### config.mk
export PLATFORM = sky130hd
export DESIGN_NAME = cfc_alu
export DESIGN_NICKNAME = d
export VERILOG_FILES = /design/src/cfc_pkg.sv /design/src/cfc_alu.sv
export SDC_FILE = /design/constraint.sdc
export NUM_CORES = 2
export LEC_CHECK = 0
export ABC_AREA = 0
export BUFFER_PORTS_ARGS = -buffer_cell sky130_fd_sc_hd__buf_2
export CAP_MARGIN = 10
export CORE_AREA = 5 5 465 467
export DETAILED_ROUTE_END_ITERATION = 10
export DIE_AREA = 0 0 470 472
export GPL_TIMING_DRIVEN = 0
export PLACE_DENSITY = 0.53
export SYNTH_ARGS = -nofsm -noshare
export SYNTH_HDL_FRONTEND = slang
export SYNTH_SLANG_ARGS = --single-unit
export TNS_END_PERCENT = 10
### constraint.sdc
create_clock -name i_clk -period 23.2 [get_ports i_clk]
set_input_delay 6.96 -clock i_clk [delete_from_list [all_inputs] [get_ports i_clk]]
set_output_delay 6.96 -clock i_clk [all_outputs]
set_load 0.03 [all_outputs]
### src/cfc_pkg.sv
// Shared constants, types and the invariant step table for the conic fit block.
package cfc_pkg;

    localparam int COORD_WIDTH = 16;
    localparam int Q_W         = 64;
    localparam int TOL_W       = 32;
    localparam int KIND_W      = 4;
    localparam int NROW        = 5;
    localparam int NCOL        = 6;
    localparam int MEM_DEPTH   = 64;
    localparam int MEM_AW      = $clog2(MEM_DEPTH);
    localparam int PROG_LEN    = 22;
    localparam int PC_W        = $clog2(PROG_LEN);

    localparam logic [TOL_W-1:0] TOL_RESET = 32'd16;

    localparam logic signed [Q_W-1:0] Q_ONE     = 64'sh0000_0001_0000_0000;
    localparam logic signed [Q_W-1:0] Q_HALF    = 64'sh0000_0000_8000_0000;
    localparam logic signed [Q_W-1:0] Q_NEG_ONE = -Q_ONE;

    localparam logic [KIND_W-1:0] KIND_COINCIDENT = 4'd0;
    localparam logic [KIND_W-1:0] KIND_IMAG_PAR   = 4'd1;
    localparam logic [KIND_W-1:0] KIND_PARALLEL   = 4'd2;
    localparam logic [KIND_W-1:0] KIND_PARABOLA   = 4'd3;
    localparam logic [KIND_W-1:0] KIND_POINT      = 4'd4;
    localparam logic [KIND_W-1:0] KIND_ELLIPSE    = 4'd5;
    localparam logic [KIND_W-1:0] KIND_IMAG_ELL   = 4'd6;
    localparam logic [KIND_W-1:0] KIND_CROSSING   = 4'd7;
    localparam logic [KIND_W-1:0] KIND_HYPERBOLA  = 4'd8;

    // scratch map: matrix rows at 0..29, then solution and temporaries
    localparam logic [MEM_AW-1:0] A_S0   = 6'd30;
    localparam logic [MEM_AW-1:0] A_S1   = 6'd31;
    localparam logic [MEM_AW-1:0] A_S2   = 6'd32;
    localparam logic [MEM_AW-1:0] A_S3   = 6'd33;
    localparam logic [MEM_AW-1:0] A_S4   = 6'd34;
    localparam logic [MEM_AW-1:0] A_A12  = 6'd35;
    localparam logic [MEM_AW-1:0] A_B1   = 6'd36;
    localparam logic [MEM_AW-1:0] A_B2   = 6'd37;
    localparam logic [MEM_AW-1:0] A_I1   = 6'd38;
    localparam logic [MEM_AW-1:0] A_I2   = 6'd39;
    localparam logic [MEM_AW-1:0] A_I3   = 6'd40;
    localparam logic [MEM_AW-1:0] A_K    = 6'd41;
    localparam logic [MEM_AW-1:0] A_T    = 6'd42;
    localparam logic [MEM_AW-1:0] A_U    = 6'd43;
    localparam logic [MEM_AW-1:0] A_V    = 6'd44;
    localparam logic [MEM_AW-1:0] A_HALF = 6'd45;

    typedef enum logic [1:0] {
        ALU_ADD,
        ALU_SUB,
        ALU_MUL,
        ALU_DIV
    } t_alu_op;

    typedef struct packed {
        logic                    start;
        t_alu_op                 op;
        logic signed [Q_W-1:0]   a;
        logic signed [Q_W-1:0]   b;
    } t_alu_req;

    typedef struct packed {
        logic                    done;
        logic signed [Q_W-1:0]   res;
    } t_alu_rsp;

    typedef struct packed {
        t_alu_op            op;
        logic [MEM_AW-1:0]  a;
        logic [MEM_AW-1:0]  b;
        logic [MEM_AW-1:0]  dst;
    } t_ustep;

    function automatic t_ustep prog_step(input logic [PC_W-1:0] pc);
        case (pc)
            5'd0:    return '{ALU_MUL, A_S1,  A_HALF, A_A12};
            5'd1:    return '{ALU_MUL, A_S3,  A_HALF, A_B1};
            5'd2:    return '{ALU_MUL, A_S4,  A_HALF, A_B2};
            5'd3:    return '{ALU_ADD, A_S0,  A_S2,   A_I1};
            5'd4:    return '{ALU_MUL, A_S0,  A_S2,   A_T};
            5'd5:    return '{ALU_MUL, A_A12, A_A12,  A_U};
            5'd6:    return '{ALU_SUB, A_T,   A_U,    A_I2};
            5'd7:    return '{ALU_ADD, A_A12, A_A12,  A_V};
            5'd8:    return '{ALU_MUL, A_V,   A_B2,   A_V};
            5'd9:    return '{ALU_MUL, A_V,   A_B1,   A_V};
            5'd10:   return '{ALU_ADD, A_T,   A_V,    A_T};
            5'd11:   return '{ALU_MUL, A_S2,  A_B1,   A_V};
            5'd12:   return '{ALU_MUL, A_V,   A_B1,   A_V};
            5'd13:   return '{ALU_SUB, A_T,   A_V,    A_T};
            5'd14:   return '{ALU_SUB, A_T,   A_U,    A_T};
            5'd15:   return '{ALU_MUL, A_S0,  A_B2,   A_V};
            5'd16:   return '{ALU_MUL, A_V,   A_B2,   A_V};
            5'd17:   return '{ALU_SUB, A_T,   A_V,    A_I3};
            5'd18:   return '{ALU_MUL, A_B1,  A_B1,   A_V};
            5'd19:   return '{ALU_SUB, A_I1,  A_V,    A_K};
            5'd20:   return '{ALU_MUL, A_B2,  A_B2,   A_V};
            5'd21:   return '{ALU_SUB, A_K,   A_V,    A_K};
            default: return '{ALU_ADD, A_T,   A_T,    A_T};
        endcase
    endfunction

endpackage

### src/cfc_alu.sv
// Shared Q32.32 saturating add/sub, four-step multiplier and radix-2 divider.
module cfc_alu (
    input  logic              i_clk,
    input  logic              i_rst_n,
    input  cfc_pkg::t_alu_req i_req,
    output cfc_pkg::t_alu_rsp o_rsp
);
    typedef enum logic [2:0] {
        A_IDLE,
        A_MUL,
        A_MFIN,
        A_DIV,
        A_DFIN
    } t_astate;

    t_astate       r_state;
    logic          r_done;
    logic [63:0]   r_res;
    logic [63:0]   r_ua;
    logic [63:0]   r_ub;
    logic          r_neg;
    logic [2:0]    r_mcnt;
    logic [63:0]   r_pp;
    logic [1:0]    r_ppsh;
    logic [127:0]  r_acc;
    logic [63:0]   r_rem;
    logic [63:0]   r_lo;
    logic [63:0]   r_q;
    logic [5:0]    r_dcnt;

    logic [63:0]   ua;
    logic [63:0]   ub;
    logic          neg;
    logic [64:0]   sum;
    logic [64:0]   dif;
    logic [64:0]   rr;
    logic [31:0]   pa;
    logic [31:0]   pb;
    logic [1:0]    psh;

    function automatic logic [63:0] from_mag(input logic n, input logic [63:0] m);
        if (n) begin
            return m[63] ? 64'h8000_0000_0000_0000 : (64'd0 - m);
        end
        return m[63] ? 64'h7FFF_FFFF_FFFF_FFFF : m;
    endfunction

    function automatic logic [63:0] sat65(input logic [64:0] s);
        if (s[64] != s[63]) begin
            return s[64] ? 64'h8000_0000_0000_0000 : 64'h7FFF_FFFF_FFFF_FFFF;
        end
        return s[63:0];
    endfunction

    always_comb begin
        ua  = i_req.a[63] ? (64'd0 - i_req.a) : i_req.a;
        ub  = i_req.b[63] ? (64'd0 - i_req.b) : i_req.b;
        neg = i_req.a[63] ^ i_req.b[63];
        sum = {i_req.a[63], i_req.a} + {i_req.b[63], i_req.b};
        dif = {i_req.a[63], i_req.a} - {i_req.b[63], i_req.b};
        rr  = {r_rem, r_lo[63]};
        case (r_mcnt)
            3'd0:    begin pa = r_ua[31:0];  pb = r_ub[31:0];  psh = 2'd0; end
            3'd1:    begin pa = r_ua[31:0];  pb = r_ub[63:32]; psh = 2'd1; end
            3'd2:    begin pa = r_ua[63:32]; pb = r_ub[31:0];  psh = 2'd1; end
            default: begin pa = r_ua[63:32]; pb = r_ub[63:32]; psh = 2'd2; end
        endcase
    end

    always_ff @(posedge i_clk) begin
        if (!i_rst_n) begin
            r_state <= A_IDLE;
            r_done  <= 1'b0;
        end else begin
            r_done <= 1'b0;
            case (r_state)
                A_IDLE: begin
                    if (i_req.start) begin
                        r_ua  <= ua;
                        r_ub  <= ub;
                        r_neg <= neg;
                        case (i_req.op)
                            cfc_pkg::ALU_ADD: begin
                                r_res  <= sat65(sum);
                                r_done <= 1'b1;
                            end
                            cfc_pkg::ALU_SUB: begin
                                r_res  <= sat65(dif);
                                r_done <= 1'b1;
                            end
                            cfc_pkg::ALU_MUL: begin
                                r_mcnt  <= 3'd0;
                                r_acc   <= '0;
                                r_state <= A_MUL;
                            end
                            default: begin
                                if (ub == 64'd0) begin
                                    r_res  <= '0;
                                    r_done <= 1'b1;
                                end else if ({32'd0, ua[63:32]} >= ub) begin
                                    r_res  <= from_mag(neg, '1);
                                    r_done <= 1'b1;
                                end else begin
                                    r_rem   <= {32'd0, ua[63:32]};
                                    r_lo    <= {ua[31:0], 32'd0};
                                    r_q     <= '0;
                                    r_dcnt  <= '0;
                                    r_state <= A_DIV;
                                end
                            end
                        endcase
                    end
                end
                A_MUL: begin
                    if (r_mcnt != 3'd4) begin
                        r_pp   <= 64'(pa) * 64'(pb);
                        r_ppsh <= psh;
                    end
                    if (r_mcnt != 3'd0) begin
                        r_acc <= r_acc + ({64'd0, r_pp} << (7'd32 * 7'(r_ppsh)));
                    end
                    if (r_mcnt == 3'd4) begin
                        r_state <= A_MFIN;
                    end
                    r_mcnt <= r_mcnt + 3'd1;
                end
                A_MFIN: begin
                    r_res   <= (r_acc[127:96] != 32'd0) ? from_mag(r_neg, '1)
                                                        : from_mag(r_neg, r_acc[95:32]);
                    r_done  <= 1'b1;
                    r_state <= A_IDLE;
                end
                A_DIV: begin
                    if (rr >= {1'b0, r_ub}) begin
                        r_rem <= 64'(rr - {1'b0, r_ub});
                        r_q   <= {r_q[62:0], 1'b1};
                    end else begin
                        r_rem <= rr[63:0];
                        r_q   <= {r_q[62:0], 1'b0};
                    end
                    r_lo   <= {r_lo[62:0], 1'b0};
                    r_dcnt <= r_dcnt + 6'd1;
                    if (r_dcnt == 6'd63) begin
                        r_state <= A_DFIN;
                    end
                end
                A_DFIN: begin
                    r_res   <= from_mag(r_neg, r_q);
                    r_done  <= 1'b1;
                    r_state <= A_IDLE;
                end
                default: r_state <= A_IDLE;
            endcase
        end
    end

    assign o_rsp.done = r_done;
    assign o_rsp.res  = r_res;
endmodule

==> out/qor.csv <==
metric,value,unit
Hold/Removal Path Class,flop to flop,
main flop type after synthesis,sky130_fd_sc_hd__edfxtp_1,
transition time at the pin with the least slew margin,1380,ps
antenna violations before repair,54,
core outline area,211000,um^2
CP top delay family,simple AND/OR/NAND/NOR gates,
max-capacitance violation count,0,
buffering stage count on the worst path with inverters included,5,
Mapped Area,84000,um^2
Tmin final,15120,ps
post-detailed-route wirelength per cell,30.8,um
post-synthesis cell count,9916,
gr ovfl total,0,
"Area growth, synth to finish",9.48,%
FP Rows,169,
setup_tns,0,ps
number of different library cells in the post-synthesis netlist,90,
antenna-violating nets left,0,
count of flip-flops with a built-in enable after synthesis,556,
worst endpoint required time,23580,ps
CTS tree,yes,
final hold violations,0,
Clock Tree Root,sky130_fd_sc_hd__clkbuf_16,
run status,completed,
Setup crit start kind,input port,
post-route worst setup slack,8080,ps
clock-pin slew on the worst setup and hold paths,50,ps
slowest cell on the critical path,sky130_fd_sc_hd__a21oi_1,
fin crit share,65.2,%
post-layout instance count excluding filler cells,13200,
Post-synth ARST share,0,%
number of setup buffers added after CTS,0,
Sink Count,560,
pin count of the biggest net entering global routing,43,
Max Root-Sink Buffers,3,
I/O pin count,198,
endpoint type of the worst setup path,flop,
total number of vias,78900,
yosys synthesis warning count,0,
number of DRC violations after detailed routing,0,
Yosys reg bits,560,
via/cell ratio,6.00,
Setup CP Type,input port to flop,
Die Span Y,472,um
number of buffers created by CTS,73,
wire length of the first global-routing pass,567000,um
hold-fix buffer count after cts,0,
total die area,222000,um^2
post-cts resize count,0,
Setup WS pre-CTS,7520,ps
number of input and output port buffers inserted,197,
total global-route track usage,35.3,%
Max Transition Viols Final,0,
number of fillers in the final layout,21400,
starting utilization of the core area,39.8,%
length of the first detailed-routing pass in iterations,6,
vias in the first global route,77600,
detailed router's first-iteration violation count,8926,
count of nets after finishing,11900,
placed instance area,89400,um^2
RSZ-0062 raised after global routing,false,
total non-filler cell area in the finished layout,92000,um^2
fraction of layout instances using a drive strength above 1,4.99,%
Final Setup Violations,0,
fraction of the yosys area taken by sequential cells,20.0,%
Die W,470,um
Relative slew margins,5.15,%
placed cell count,13000,
Post-Synthesis Net Count,11600,
biggest fanout along the worst timing path,25,
detailed placement HPWL,340000,um
setup skew after layout,51.8,ps
Final Wtd Congestion,1.06,
clock latency on the worst-skew pair,710,ps
Achievable Freq,66.1,MHz
maximum single-stage delay on the critical path,660,ps
Routed Wire Length,405000,um
mean instance size in the synthesized netlist,8.47,um^2
count of H-tree levels built during CTS,3,
Arrival @ worst endpoint,15500,ps
[flip-flops by register name (all words and copies together) (netlist names)]
signal	flops
r_pp	64
r_neg	1
r_dcnt	6
r_lo	32
r_acc	128
r_rem	64
r_state	3
r_done	1
r_ppsh	2
r_ub	64
r_res	64
r_mcnt	3
r_q	64
r_ua	64
[layer usage]
metal  up-vias  wire length, um  share of wire, %  track usage, %
li1      34400                -                 -               -
met1     39400           161000                40            45.3
met2      4147           178000                44            55.0
met3       869            39600               9.8            8.61
met4        34            26700               6.6            19.0
met5         -              227             0.056               0
[per-stage QoR]
| stage | util [%] | hold WS [ps] |
|---|---|---|
| 3_3_place_gp | 41.9 | 532 |
| 2_1_floorplan | - | 525 |
| 4_1_cts | 43.5 | 541 |
| 5_1_grt | 43.5 | 565 |
| 3_5_place_dp | 42.3 | 539 |
| 6_report | 43.5 | 549 |
[synthesized netlist by cell type, types with 50 or more instances]
cell	count	area share, %
sky130_fd_sc_hd__edfxtp_1	556	20
sky130_fd_sc_hd__nor2b_1	86	0.64
sky130_fd_sc_hd__o21a_1	53	0.47
sky130_fd_sc_hd__xnor2_1	396	4.1
sky130_fd_sc_hd__nor3_1	152	0.91
sky130_fd_sc_hd__a21o_1	262	2.3
sky130_fd_sc_hd__a31oi_1	65	0.48
sky130_fd_sc_hd__and2_1	138	1.0
sky130_fd_sc_hd__mux2_2	50	0.67
sky130_fd_sc_hd__nand2_1	866	3.9
sky130_fd_sc_hd__nand2b_1	55	0.41
sky130_fd_sc_hd__inv_1	1163	5.2
sky130_fd_sc_hd__mux2i_1	144	1.7
sky130_fd_sc_hd__nor4_1	82	0.61
sky130_fd_sc_hd__or3_1	66	0.49
sky130_fd_sc_hd__nand3_1	135	0.80
sky130_fd_sc_hd__fa_1	900	21
sky130_fd_sc_hd__nor2_1	1324	5.9
sky130_fd_sc_hd__a21oi_1	684	4.1
sky130_fd_sc_hd__o211ai_1	53	0.47
sky130_fd_sc_hd__xor2_1	117	1.2
sky130_fd_sc_hd__o21ai_0	449	2.7
sky130_fd_sc_hd__o31ai_1	93	0.83
sky130_fd_sc_hd__nand4_1	133	0.99
sky130_fd_sc_hd__o21bai_1	98	0.88
sky130_fd_sc_hd__clkbuf_1	486	2.2
sky130_fd_sc_hd__ha_1	623	9.3
[layout make-up]
cell class	instances	area (um^2)	share of cell area [%]
inverters	1170	4390	4.78
multi-input cells	7653	61000	66.3
flip-flops and latches	560	16800	18.2
diodes	36	90.1	0.0980
repair buffers	253	1840	2.00
clock buffers	88	1880	2.05
well taps	2821	3530	3.84
clock inverters	39	473	0.514
plain buffers	533	2020	2.20
[layout by cell type (no fill, tap or decap), types with 138 or more instances in the layout]
cell type,count
sky130_fd_sc_hd__xnor2_1,396
sky130_fd_sc_hd__a21oi_1,667
sky130_fd_sc_hd__a21o_1,262
sky130_fd_sc_hd__and2_1,138
sky130_fd_sc_hd__nor2_1,1322
sky130_fd_sc_hd__buf_2,207
sky130_fd_sc_hd__inv_1,1163
sky130_fd_sc_hd__nor3_1,152
sky130_fd_sc_hd__o21ai_0,449
sky130_fd_sc_hd__clkbuf_1,500
sky130_fd_sc_hd__ha_1,623
sky130_fd_sc_hd__edfxtp_1,556
sky130_fd_sc_hd__fa_1,900
sky130_fd_sc_hd__nand2_1,866
[final timing paths]
check,from,end,slack [ps],depth (start not counted)
max,i_req[64],r_rem[52]$_SDFFCE_PN0P_,8080,28
min,r_lo[43]$_DFFE_PP_,r_lo[44]$_DFFE_PP_,550,1
max reg2reg,r_mcnt[1]$_SDFFCE_PN0P_,r_pp[58]$_DFFE_PP_,10740,29
min reg2reg,r_lo[43]$_DFFE_PP_,r_lo[44]$_DFFE_PP_,550,1
[cell families after synthesis]
kind of cell	after synthesis	synth area share, %
and+or+nand+nor	3247	17.6
AOI/OAI and AO/OA	2176	16.4
buffers and inverters	1703	7.64
adders and majority gates	1523	30.7
DFF	560	20.0
xor gates and xnor gates	513	5.35
muxes	194	2.39
Power is not shown: default switching activity piles up to over one toggle a cycle in this logic, so the estimate is an artifact.
